## src/pcic_pkg.sv

```systemverilog
// ----------------------------------------------------------------------------
// pcic_pkg: shared types and constants for the PDM CIC decimator
// Holds the field widths, the default word length, the per-bit weight
// functions and the record passed from the word stage to the filter core.
// ----------------------------------------------------------------------------
`default_nettype none

package pcic_pkg;

  // Field widths of the stream payloads.
  localparam int WORD_W   = 16;
  localparam int SAMPLE_W = 16;
  // All filter arithmetic wraps at this width.
  localparam int ACC_W    = 16;

  // Default number of PDM bits in one input word (decimation ratio).
  localparam int BITS_PER_WORD_DEF = 16;

  // Per-word contributions of the bits to the three integrators. Each value
  // is already the signed sum over all bits of the word (a one bit counts
  // +1, a zero bit counts -1), reduced modulo two to the sixteenth.
  typedef struct packed {
    logic             first;
    logic [ACC_W-1:0] s1;
    logic [ACC_W-1:0] s2;
    logic [ACC_W-1:0] s3;
  } pcic_word_t;

  // Weight of a bit at position pos in the second integrator: the number of
  // second-integrator updates that still see it, which is pos + 1.
  function automatic logic [ACC_W-1:0] pcic_weight2(input int pos);
    int w;
    w = pos + 1;
    return ACC_W'(w);
  endfunction

  // Weight of a bit at position pos in the third integrator: the triangular
  // number of pos + 1.
  function automatic logic [ACC_W-1:0] pcic_weight3(input int pos);
    int w;
    w = ((pos + 1) * (pos + 2)) / 2;
    return ACC_W'(w);
  endfunction

endpackage

`default_nettype wire

```

## src/pcic_word.sv

```systemverilog
// ----------------------------------------------------------------------------
// pcic_word: input register stage of the PDM CIC decimator
// Accepts one PDM word, reduces its bits to the three per-word integrator
// contributions and holds them in a register until the core takes them.
// ----------------------------------------------------------------------------
`default_nettype none

module pcic_word #(
  parameter int BITS_PER_WORD = pcic_pkg::BITS_PER_WORD_DEF
) (
  input  wire logic                       clk,
  input  wire logic                       rst,
  input  wire logic                       s_axis_tvalid,
  output logic                            s_axis_tready,
  input  wire logic [pcic_pkg::WORD_W-1:0] s_axis_tdata,
  input  wire logic                       s_axis_tuser,
  input  wire logic                       take,
  output logic                            word_valid,
  output pcic_pkg::pcic_word_t            word
);
  import pcic_pkg::*;

  // Bits above the 16-bit field read as zero, so only these positions can
  // contribute a one.
  localparam int NUM_USED = (BITS_PER_WORD < WORD_W) ? BITS_PER_WORD : WORD_W;
  // Sums of the weights over every bit of the word (all bits at -1).
  localparam logic [ACC_W-1:0] N_C = ACC_W'(BITS_PER_WORD);
  localparam logic [ACC_W-1:0] K_C = ACC_W'((BITS_PER_WORD * (BITS_PER_WORD + 1)) / 2);
  localparam logic [ACC_W-1:0] L_C =
    ACC_W'((BITS_PER_WORD * (BITS_PER_WORD + 1) * (BITS_PER_WORD + 2)) / 6);

  logic             load;
  logic [ACC_W-1:0] ones;
  logic [ACC_W-1:0] b2;
  logic [ACC_W-1:0] b3;
  pcic_word_t       word_next;

  // The register frees up when empty or when the core takes its item.
  assign s_axis_tready = !word_valid || take;
  assign load          = s_axis_tvalid && s_axis_tready;

  // Weighted counts of the one bits; constant weights, so this is an adder tree.
  always_comb begin
    ones = '0;
    b2   = '0;
    b3   = '0;
    for (int p = 0; p < NUM_USED; p++) begin
      if (s_axis_tdata[p]) begin
        ones = ones + ACC_W'(1);
        b2   = b2 + pcic_weight2(p);
        b3   = b3 + pcic_weight3(p);
      end
    end
  end

  // Each one bit counts twice its weight against the all-minus-one baseline.
  always_comb begin
    word_next.first = s_axis_tuser;
    word_next.s1    = (ones << 1) - N_C;
    word_next.s2    = (b2 << 1) - K_C;
    word_next.s3    = (b3 << 1) - L_C;
  end

  // Valid flag of the stage.
  always_ff @(posedge clk) begin
    if (rst) begin
      word_valid <= 1'b0;
    end else if (load) begin
      word_valid <= 1'b1;
    end else if (take) begin
      word_valid <= 1'b0;
    end
  end

  // Payload register.
  always_ff @(posedge clk) begin
    if (load) begin
      word <= word_next;
    end
  end

  // A held item stays until the core takes it.
  a_hold_until_taken: assert property (@(posedge clk) disable iff (rst)
    (word_valid && !take) |=> word_valid)
    else $error("word stage dropped an item that was not taken");

  // Taking an item needs one to be there.
  a_take_needs_item: assert property (@(posedge clk) disable iff (rst)
    take |-> word_valid)
    else $error("core took from an empty word stage");

  // A one-bit count can never exceed the bits in use.
  a_ones_range: assert property (@(posedge clk) disable iff (rst)
    ones <= ACC_W'(NUM_USED))
    else $error("bit count out of range");

endmodule

`default_nettype wire

```

## src/pcic_core.sv

```systemverilog
// ----------------------------------------------------------------------------
// pcic_core: integrator cascade, comb stages and result register
// Advances the three integrators by one whole word in closed form, runs the
// three comb stages and registers the PCM sample for the output stream.
// ----------------------------------------------------------------------------
`default_nettype none

module pcic_core #(
  parameter int BITS_PER_WORD = pcic_pkg::BITS_PER_WORD_DEF
) (
  input  wire logic                          clk,
  input  wire logic                          rst,
  input  wire logic                          word_valid,
  input  wire pcic_pkg::pcic_word_t          word,
  output logic                               take,
  output logic                               m_axis_tvalid,
  input  wire logic                          m_axis_tready,
  output logic [pcic_pkg::SAMPLE_W-1:0]      m_axis_tdata
);
  import pcic_pkg::*;

  // A word of N bits moves the second integrator by N times the first and the
  // third by N times the second plus N(N+1)/2 times the first.
  localparam logic [ACC_W-1:0] N_C = ACC_W'(BITS_PER_WORD);
  localparam logic [ACC_W-1:0] K_C = ACC_W'((BITS_PER_WORD * (BITS_PER_WORD + 1)) / 2);

  logic [ACC_W-1:0] integ_one;
  logic [ACC_W-1:0] integ_two;
  logic [ACC_W-1:0] integ_three;
  logic [ACC_W-1:0] comb_one_prev;
  logic [ACC_W-1:0] comb_two_prev;

  logic [ACC_W-1:0] i1_cur;
  logic [ACC_W-1:0] i2_cur;
  logic [ACC_W-1:0] i3_cur;
  logic [ACC_W-1:0] cp1_cur;
  logic [ACC_W-1:0] cp2_cur;
  logic [ACC_W-1:0] integ_one_next;
  logic [ACC_W-1:0] integ_two_next;
  logic [ACC_W-1:0] integ_three_next;
  logic [ACC_W-1:0] c1;
  logic [ACC_W-1:0] c2;
  logic [ACC_W-1:0] c3;

  // Take a word whenever the result register is empty or being emptied.
  assign take = word_valid && (!m_axis_tvalid || m_axis_tready);

  // A first word starts from cleared state.
  always_comb begin
    i1_cur  = word.first ? '0 : integ_one;
    i2_cur  = word.first ? '0 : integ_two;
    i3_cur  = word.first ? '0 : integ_three;
    cp1_cur = word.first ? '0 : comb_one_prev;
    cp2_cur = word.first ? '0 : comb_two_prev;
  end

  // Whole-word integrator update; the first comb output is the third
  // integrator's growth over the word.
  always_comb begin
    integ_one_next   = i1_cur + word.s1;
    integ_two_next   = i2_cur + ACC_W'(N_C * i1_cur) + word.s2;
    c1               = ACC_W'(N_C * i2_cur) + ACC_W'(K_C * i1_cur) + word.s3;
    integ_three_next = i3_cur + c1;
    c2               = c1 - cp1_cur;
    c3               = c2 - cp2_cur;
  end

  // Filter state.
  always_ff @(posedge clk) begin
    if (rst) begin
      integ_one     <= '0;
      integ_two     <= '0;
      integ_three   <= '0;
      comb_one_prev <= '0;
      comb_two_prev <= '0;
    end else if (take) begin
      integ_one     <= integ_one_next;
      integ_two     <= integ_two_next;
      integ_three   <= integ_three_next;
      comb_one_prev <= c1;
      comb_two_prev <= c2;
    end
  end

  // Result register valid flag.
  always_ff @(posedge clk) begin
    if (rst) begin
      m_axis_tvalid <= 1'b0;
    end else if (take) begin
      m_axis_tvalid <= 1'b1;
    end else if (m_axis_tready) begin
      m_axis_tvalid <= 1'b0;
    end
  end

  // Result register payload.
  always_ff @(posedge clk) begin
    if (take) begin
      m_axis_tdata <= SAMPLE_W'(c3);
    end
  end

  // Every word taken shows up as a result in the next cycle.
  a_take_gives_result: assert property (@(posedge clk) disable iff (rst)
    take |=> m_axis_tvalid)
    else $error("taken word produced no result");

  // A first word sees cleared comb delays, so its first comb output is its
  // own third-integrator contribution.
  a_first_clears: assert property (@(posedge clk) disable iff (rst)
    (take && word.first) |=> (comb_one_prev == $past(word.s3)))
    else $error("first word did not start from cleared state");

  // State only moves when a word is taken.
  a_state_hold: assert property (@(posedge clk) disable iff (rst)
    !take |=> ($stable(integ_one) && $stable(integ_three) && $stable(comb_two_prev)))
    else $error("filter state changed without a word");

  // Reset leaves no result pending.
  a_reset_empty: assert property (@(posedge clk)
    rst |=> !m_axis_tvalid)
    else $error("result pending after reset");

endmodule

`default_nettype wire

```

## src/pdm_cic_decimator.sv

```systemverilog
// ----------------------------------------------------------------------------
// pdm_cic_decimator: third-order CIC decimator for PDM audio
// Turns each word of PDM bits (MSB earliest) into one signed 16-bit PCM
// sample through three integrators and three one-word comb stages.
//
//   Channel  Direction  Payload                          Sideband
//   s_axis   in         tdata[15:0] = pdm_word           tuser = first_word
//   m_axis   out        tdata[15:0] = pcm_sample         none
//
// One word is accepted per cycle while the output is not stalled; the word register
// captures it at the accepting edge and the result register takes its sample when the
// core takes the word. The per-word bit sums in the word register and the closed-form
// integrator update in the core set the cycle path; the state loop runs through the state registers.
// Reset (rst, synchronous) clears the filter state and both valid flags.
// A stalled output holds its sample while one more word can still be accepted.
// ----------------------------------------------------------------------------
`default_nettype none

module pdm_cic_decimator #(
  parameter int BITS_PER_WORD = pcic_pkg::BITS_PER_WORD_DEF
) (
  input  wire logic                          clk,
  input  wire logic                          rst,
  input  wire logic                          s_axis_tvalid,
  output logic                               s_axis_tready,
  input  wire logic [pcic_pkg::WORD_W-1:0]   s_axis_tdata,  // [15:0] pdm_word
  input  wire logic                          s_axis_tuser,  // [0] first_word
  output logic                               m_axis_tvalid,
  input  wire logic                          m_axis_tready,
  output logic [pcic_pkg::SAMPLE_W-1:0]      m_axis_tdata   // [15:0] pcm_sample
);
  import pcic_pkg::*;

  logic       take;
  logic       word_valid;
  pcic_word_t word;

  // Word stage: bit sums per accepted word.
  pcic_word #(
    .BITS_PER_WORD(BITS_PER_WORD)
  ) u_word (
    .clk           (clk),
    .rst           (rst),
    .s_axis_tvalid (s_axis_tvalid),
    .s_axis_tready (s_axis_tready),
    .s_axis_tdata  (s_axis_tdata),
    .s_axis_tuser  (s_axis_tuser),
    .take          (take),
    .word_valid    (word_valid),
    .word          (word)
  );

  // Filter core: integrators, combs and result register.
  pcic_core #(
    .BITS_PER_WORD(BITS_PER_WORD)
  ) u_core (
    .clk           (clk),
    .rst           (rst),
    .word_valid    (word_valid),
    .word          (word),
    .take          (take),
    .m_axis_tvalid (m_axis_tvalid),
    .m_axis_tready (m_axis_tready),
    .m_axis_tdata  (m_axis_tdata)
  );

endmodule

`default_nettype wire

```

## config.mk

```make
export PLATFORM = sky130hd
export DESIGN_NAME = pdm_cic_decimator
export DESIGN_NICKNAME = d
export VERILOG_FILES = /design/src/pcic_pkg.sv /design/src/pcic_word.sv /design/src/pcic_core.sv /design/src/pdm_cic_decimator.sv
export SDC_FILE = /design/constraint.sdc
export NUM_CORES = 1
export LEC_CHECK = 0
export ABC_AREA = 0
export BUFFER_PORTS_ARGS = -buffer_cell sky130_fd_sc_hd__buf_2
export CAP_MARGIN = 25
export CORE_UTILIZATION = 60
export DETAILED_ROUTE_END_ITERATION = 8
export PLACE_DENSITY = 0.77
export SLEW_MARGIN = 20
export SYNTH_ARGS = -nofsm -noshare
export SYNTH_HDL_FRONTEND = slang
export SYNTH_SLANG_ARGS = --single-unit
```

## constraint.sdc

```tcl
create_clock -name clk -period 12.4 [get_ports clk]
set_clock_uncertainty 0.15 [all_clocks]
set_input_delay 1.24 -clock clk [delete_from_list [all_inputs] [get_ports clk]]
set_output_delay 1.24 -clock clk [all_outputs]
set_load 0.01 [all_outputs]
```

==> impl_results.md, run 1 <==
- Relative slew margins: 0.405
- Area of the multi-input gates: 0.0101 mm²
- DR WL/cell: 14.7 µm
- First-pass GRT wire length: 48300 µm
- CTS tree: yes
- Cell accounting for the most synthesized area: edfxtp_1
- Placer Congestion: 0.883
- CTS H-Tree Depth: 3
- Post-Route WL: 28200 µm
- DRC: 4
- Ys Warns: 0
- Min-delay worst type: flip-flop to flip-flop
- CP Class: input port to flip-flop
- # rows: 54
- Worst Setup End Kind: flip-flop
- Hold Path Depth: 2
- # setup viols final: 0
- CP max FO: 16
- Kind of start point of the critical path: input port
- Setup TNS: 0 ns
- Via density: 5.81
- Reg2reg setup slack: 6.25 ns
- Hold wc startpoint: u_core.integ_one[6]
- CTS Buf Count: 9
- Post-CTS Setup Bufs: 0
- Core Area: 0.0220 mm²
- # resized after CTS: 0
- Share of cells above drive strength 1: 0.0732
- # IOs: 39
- Initial antenna violation count: 0
- Outcome: complete, but fails checks
- Maximum Capacitance Violations: 0
- Cells after Synth: 1636
- FF-to-FF End: u_core.m_axis_tdata[15]
- Unique cell type count in the Yosys netlist: 90
- Failing checks: design-rule violations
- Final Hold Viols: 0
- Max frequency: 0.0974 GHz
- FF-to-FF Start: u_word.word[48]
- Largest net degree at the start of global routing: 59
- Number of diodes: 0
- Post-synthesis sequential area ratio: 0.205
- CTS Hold Bufs: 0
- Pins Over Slew Limit: 0
- CTS root buffer: clkbuf_16
- Slowest Stage Delay on Critical Path: 0.67 ns
- Pre-CTS worst setup slack: 1.84 ns
- Asr flop ratio synth: 0
- Total track usage: 0.248
- Synth top area share: 0.120
- GRT busiest layer: met2
- CP arrival: 10.22 ns
- R2R cell count: 23
- Worst Tran Pin Value: 0.879 ns
- Cell Area, Synth: 0.0135 mm²
- Clock slew at reported path FFs: 0.08 ns
- Pre-antenna DRT Iters: 7
- Met1 usage: 0.296
- Min Hold Slack: 0.298 ns
- CTS sink count: 111
- Final Cycle Share: 0.828
- Vias in the first global route: 10900
- Most frequent cell on the critical path: ha_1
- Antenna viol nets, final: 0
- Syn Nets: 1806
- Hold Crit Endpoint: u_core.integ_one[6]
- Worst Path Required: 12.35 ns
- DRT iter0 DRCs: 504
- RSZ-0062 raised after global routing: false
- Critical Path Slowest Stage Cell: ha_1
- FF+latch area: 0.00276 mm²
- Synth area leaders: edfxtp_1 (12%), ha_1 (12%), xnor2_1 (11%), dfxtp_1 (8.4%), nand2_1 (5.3%)
- Final HPWL DP: 21700 µm
- Setup ws final: 2.13 ns
- GR met2 Demand/Resource: 0.471
- Post-synth EDFFs: 54
- Initial Utilization: 0.615
- Clk_lat worst skew: 0.36 ns
- Die width: 152 µm
- FF+latch count, synth: 111
- Primary FF master, synth: dfxtp_1
- Total die area: 0.0231 mm²
- Number of port buffers: 37
- Grt ovf: 0
- Final min period: 10.27 ns
- Bufs on Longest Clock Path: 2
- Layout area overhead: 4.84%
- Mean Syn Cell Area: 8.26 µm²
- Commonest cells post-synth: nand2_1 (191), xnor2_1 (162), ha_1 (127), a21oi_1 (116), inv_1 (110)
- GR Layer Usage met3: 0.0225
- Top-count cell post-synth: nand2_1
- Fillers: 1861
- Die Y-Extent: 152 µm
- Vias: 11100
- Total Nets Final: 1804
## critical path, delay by kind of cell
kind | cells | cell delay [ns]
fa+ha+maj | 15 | 4.67
mux | 10 | 2.78
simple gates | 7 | 0.52
buf+inv | 4 | 0.38
xor+xnor | 2 | 0.35
compound gates | 2 | 0.25
## worst max path at each step
| stage | slack, ns | startpoint | cells after the start | endpoint |
|---|---|---|---|---|
| after CTS | 2.21 | s_axis_tdata[0] | 38 | u_word.word[39] |
| after detailed placement | 1.84 | s_axis_tdata[0] | 38 | u_word.word[39] |
| after global placement | 2.07 | s_axis_tdata[0] | 40 | u_word.word[44] |
| after global routing | 1.70 | s_axis_tdata[0] | 38 | u_word.word[39] |
| final | 2.13 | s_axis_tdata[0] | 40 | u_word.word[44] |
| after floorplan | 2.52 | s_axis_tdata[0] | 41 | u_word.word[40] |
## cell families after synthesis
family | synth area share
other | 0.000278
AO/OA/AOI/OAI | 0.177
adder cells (fa/ha/maj) | 0.152
flip-flops | 0.205
XOR/XNOR | 0.189
multiplexers | 0.0307
buffers and inverters | 0.0493
AND/OR/NAND/NOR | 0.196
## registers in the layout (all words and copies together) (netlist names)
signal,flops
u_core.comb_one_prev,15
u_core.comb_two_prev,15
u_core.integ_one,13
u_core.integ_two,12
u_core.m_axis_tdata,15
u_core.m_axis_tvalid,1
u_word.word,39
u_word.word_valid,1
## per-stage QoR
stage,utilization,std cells,cell area (µm²)
after floorplan,-,1636,13500
after global placement,0.631,1903,13900
after detailed placement,0.631,1903,13900
after CTS,0.645,1919,14200
after global routing,0.645,1919,14200
final,0.645,1919,14200
## per-layer routing
metal | up-vias | part of all wire
met1 | 5298 | 0.44
met4 | 0 | 0.015
met3 | 34 | 0.031
met5 | - | 0
met2 | 153 | 0.52
li1 | 5662 | -
## cells in the final DEF, fill, tap and decap left out, types with 10 or more instances in the layout
cell      netlist  layout
xor2_1         71      71
and3_1         16      16
ha_1          127     127
nor2_1        102     102
nor3_1         24      24
nand2_1       191     191
o21a_1         11      11
a21oi_1       116     116
edfxtp_1       54      54
nand4_1        16      16
nand2b_1       64      63
xnor2_1       162     162
dfxtp_1        57      57
nor2b_1        35      35
inv_1         110     110
nand3_1        31      31
and2_1         20      20
o21ai_0        60      60
fa_1           22      22
a21o_1         47      47
buf_2           4      37
o22ai_1        10      10
o21bai_1       16      16
mux2_2         19      19
mux2i_1        20      20
## layout make-up
class / count / area share
repair buffers: 42 / 0.0157
inverters: 118 / 0.0313
clock inverters: 7 / 0.00539
clock buffers: 9 / 0.0159
multi-input cells: 1352 / 0.712
flip-flops and latches: 111 / 0.195
well taps: 280 / 0.0247
Power of run 1 is left out: the tool's default activity adds up to more than one toggle a clock period on the data nets, which glitch-free logic cannot reach.
==> inputs of run 2 (changes only) <==
CORE_UTILIZATION = 59   (was 60)
PLACE_DENSITY = 0.79   (was 0.77)
clock period = 8.3 ns   (was 12.4 ns; I/O delays follow)
==> impl_results.md, run 2 (synthesis gave the netlist of run 1 again) <==
- Die Y-Extent: 153 µm
- Critical Path Slowest Stage Cell: xnor2_1
- CTS root buffer: clkbuf_16
- Outcome: complete, but fails checks
- Max FFs per register: 39
- Max frequency: 0.120 GHz
- Total Nets Final: 1959
- Pins Over Slew Limit: 0
- Number of port buffers: 37
- Clk_lat worst skew: 0.36 ns
- Final Cycle Share: 1.00
- Commonest non-fill, non-tap cells in the layout: nand2_1 (187), buf_4 (158), xnor2_1 (150)
- RSZ-0062 raised after global routing: true
- Worst Tran Pin Value: 0.907 ns
- CP max FO: 4
- Kind of start point of the critical path: input port
- Core Area: 0.0222 mm²
- Largest net degree at the start of global routing: 57
- CP arrival: 8.27 ns
- Failing checks: negative setup slack
- CTS sink count: 111
- Via density: 5.72
- Initial antenna violation count: 1
- Post-Route WL: 31200 µm
- Slowest Stage Delay on Critical Path: 0.38 ns
- Setup ws final: -0.00439 ns
- Most common cell after layout, fill and taps aside: nand2_1
- CP Class: input port to flip-flop
- # rows: 54
- DR WL/cell: 15.0 µm
- DRC: 0
- Min-delay worst type: flip-flop to flip-flop
- CTS tree: yes
- Pre-CTS worst setup slack: -0.493 ns
- Worst Path Required: 8.26 ns
- DRT iter0 DRCs: 600
- First-pass GRT wire length: 51300 µm
- Vias: 11900
- Pre-antenna DRT Iters: 5
- Bufs on Longest Clock Path: 2
- Final min period: 8.30 ns
- Die width: 153 µm
- Layout area overhead: 17.6%
- CTS Hold Bufs: 0
- Placer Congestion: 0.888
- Largest Register: u_word.word
- Total track usage: 0.262
- Clock slew at reported path FFs: 0.08 ns
- Share of cells above drive strength 1: 0.190
- Most frequent cell on the critical path: ha_4
- Worst Setup End Kind: flip-flop
- CTS Buf Count: 9
- Vias in the first global route: 11600
- Relative slew margins: 0.396
- # setup viols final: 2
- Grt ovf: 0
- Maximum Capacitance Violations: 0
- # IOs: 39
- Final Hold Viols: 0
- Final HPWL DP: 23800 µm
- Initial Utilization: 0.610
- CTS H-Tree Depth: 3
- Total die area: 0.0235 mm²
- Antenna viol nets, final: 0
[run 2: path summary, 6_finish.rpt]
path / startpoint / cells past startpoint / to / slack (ns)
worst min register to register: u_core.integ_two[2] / 2 / u_core.integ_two[2] / 0.30
worst max-delay path: s_axis_tdata[1] / 38 / u_word.word[39] / -0.004
worst max register to register: u_word.word[48] / 22 / u_core.m_axis_tdata[15] / 2.25
worst min-delay path: u_core.integ_two[2] / 2 / u_core.integ_two[2] / 0.30
[run 2: stage by stage]
stage / cell area [µm²] / TNS, ns / hold WS, ns / util / instances
5_1_grt: 15900 / -2.32 / 0.322 / 0.717 / 2074
3_3_place_gp: 15200 / -3.43 / 0.284 / 0.684 / 2046
4_1_cts: 15500 / 0 / 0.302 / 0.701 / 2064
2_1_floorplan: 13700 / -2.30 / 0.271 / - / 1636
3_5_place_dp: 15200 / -6.24 / 0.292 / 0.684 / 2046
6_report: 15900 / -0.00805 / 0.302 / 0.717 / 2075
[run 2: final cells by class]
class                      count  area [µm²]
clock buffer                   9         225
tap                          280         350
multi-input combinational   1352       10600
sequential                   111        2760
fill                        1625        6270
inverter                     118         458
timing repair buffer         197        1420
antenna                        1        2.50
clock inverter                 7        71.3
[run 2: what timing repair did]
| action | 4_1_cts | 5_1_grt |
|---|---|---|
| endpoints found under the hold margin | 0 | 0 |
| resized for setup | 13 | 53 |
| endpoints found under the setup margin | 8 | 22 |
| pin swaps | 8 | 28 |
| setup buffers | 2 | 10 |
[run 2: critical path, delay by kind of cell]
kind | cells | cell delay (ns)
AOI/OAI and AO/OA | 2 | 0.16
xor gates and xnor gates | 4 | 0.88
adders and majority gates | 12 | 2.81
buffers and inverters | 5 | 0.45
muxes | 9 | 2.45
and+or+nand+nor | 6 | 0.68
[run 2: metal layers]
layer,track usage,wire (µm)
met1,0.298,13000
met2,0.499,16400
met3,0.0281,911
met4,0.0986,836
met5,0,0
Power of run 2 is left out for the same reason.
==> inputs of run 3 (changes only) <==
SYNTH_HIERARCHICAL = 1   (was unset)
==> impl_results.md, run 3 <==
- Met1 usage: 0.318
- Reg2reg setup slack: 1.98 ns
- Area of the multi-input gates: 0.0109 mm²
- Final min period: 8.38 ns
- Final Hold Viols: 0
- # IOs: 39
- Fillers: 1764
- GRT busiest layer: met2
- First-pass GRT wire length: 53600 µm
- Share of cells above drive strength 1: 0.168
- Largest Register: u_word/word
- Grt ovf: 0
- Post-Route WL: 31800 µm
- DR WL/cell: 14.9 µm
- CTS tree: yes
- Most frequent cell on the critical path: ha_4
- Vias: 12300
- Mean Syn Cell Area: 8.17 µm²
- Worst Path Required: 8.30 ns
- R2R cell count: 23
- CP Class: input port to flip-flop
- Critical path depth: 36
- Final HPWL DP: 23600 µm
- Die Y-Extent: 156 µm
- Initial antenna violation count: 0
- CP bufs+invs: 2
- Total die area: 0.0243 mm²
- Initial Utilization: 0.611
- Placer Congestion: 0.886
- Total Nets Final: 1969
- Kind of start point of the critical path: input port
- Worst setup path endpoint: u_word/word[39]
- Failing checks: negative setup slack
- Slowest Stage Delay on Critical Path: 0.30 ns
- CP max FO: 6
- CTS sink count: 114
- Max frequency: 0.119 GHz
- Via density: 5.79
- GR Layer Usage met3: 0.0300
- FF-to-FF End: u_core/m_axis_tdata[14]
- FF+latch area: 0.00283 mm²
- FF-to-FF Start: u_word/word[48]
- Outcome: complete, but fails checks
- Pre-antenna DRT Iters: 5
- # rows: 55
- Clk_lat worst skew: 0.41 ns
- Worst Setup End Kind: flip-flop
- Most common cell after layout, fill and taps aside: nand2_1
- Final Cycle Share: 1.01
- Origin of the worst setup path: s_axis_tdata[0]
- GR met2 Demand/Resource: 0.497
- Number of port buffers: 38
- DRC: 0
- Largest net degree at the start of global routing: 76
- Cells after Synth: 1712
- Setup TNS: -0.225 ns
- Total track usage: 0.266
- DRT iter0 DRCs: 655
- Number of diodes: 0
- Min-delay worst type: flip-flop to flip-flop
- CTS root buffer: clkbuf_16
- Core Area: 0.0229 mm²
- Critical path's top delay family: adder cells
- Die width: 156 µm
- Critical Path Slowest Stage Cell: a211o_1
- CTS Hold Bufs: 0
- RSZ-0062 raised after global routing: true
- Setup ws final: -0.0779 ns
- Clock slew at reported path FFs: 0.06 ns
- CP arrival: 8.38 ns
- Cell Area, Synth: 0.0140 mm²
- # setup viols final: 6
- Ys Warns: 6
- Relative slew margins: 0.395
- Layout area overhead: 15.5%
- Max FFs per register: 39
- Final Util: 0.705
- CTS Buf Count: 17
- Bufs on Longest Clock Path: 2
- Antenna viol nets, final: 0
- Pins Over Slew Limit: 0
- Worst Tran Pin Value: 0.908 ns
- Vias in the first global route: 11800
- CTS H-Tree Depth: 4
- Commonest non-fill, non-tap cells in the layout: nand2_1 (235), xnor2_1 (149), a21oi_1 (129)
- Maximum Capacitance Violations: 0
==> run 3: worst reg2reg max path, stage by stage (launching register included) <==
cell       delay [ns]
edfxtp_1         0.32
buf_4            0.39
nor2b_1          0.27
ha_1             0.27
ha_1             0.21
fa_1             0.48
inv_1            0.06
fa_1             0.50
inv_1            0.04
ha_1             0.33
o21ai_0          0.13
nor2b_1          0.20
xnor2_1          0.16
ha_1             0.35
a21oi_1          0.16
nand2_1          0.08
or2_4            0.25
xor2_1           0.22
ha_1             0.31
a21oi_1          0.12
o21ai_0          0.16
a2111oi_0        0.55
nor3_1           0.16
xor2_1           0.17
==> run 3: final cells by class <==
type	count	area share
multi-input combinational	1414	0.674
sequential	114	0.175
timing repair buffer	139	0.0608
inverter	118	0.0286
clock buffer	19	0.0274
tap	313	0.0242
clock inverter	13	0.00991
==> run 3: per-stage QoR <==
stage | area (µm²) | worst slack (ns) | hold WS (ns) | cells
after floorplan | 14300 | -0.271 | 0.277 | 1714
after global placement | 15300 | -0.418 | 0.285 | 2093
after detailed placement | 15300 | -0.624 | 0.293 | 2093
final | 16200 | -0.0779 | 0.301 | 2130
after global routing | 16200 | -0.260 | 0.312 | 2130
after CTS | 16000 | -0.118 | 0.301 | 2128
==> run 3: timing repair <==
item                                    in CTS  in global routing
gates resized for setup                     10                 27
cloned                                       0                  0
endpoints found under the setup margin       8                 17
setup buffers                                3                  2
pin swaps                                    6                 13
==> run 3: worst min-delay path by stage <==
stage	startpoint	endpoint	slack, ns	cells past startpoint
6_report	u_core/integ_two[7]	u_core/integ_two[7]	0.30	2
5_1_grt	u_core/integ_two[10]	u_core/integ_two[10]	0.31	2
4_1_cts	u_core/integ_two[7]	u_core/integ_two[7]	0.30	2
3_5_place_dp	u_core/integ_two[7]	u_core/integ_two[7]	0.29	2
3_3_place_gp	u_core/integ_one[10]	u_core/integ_one[10]	0.28	2
2_1_floorplan	u_core/integ_one[10]	u_core/integ_one[10]	0.28	2
==> run 3: metal layers <==
metal,vias up,wire length [µm]
met5,-,0
met4,0,553
met3,38,1040
met2,260,16500
met1,5860,13700
li1,6168,-
Power of run 3 is left out for the same reason.
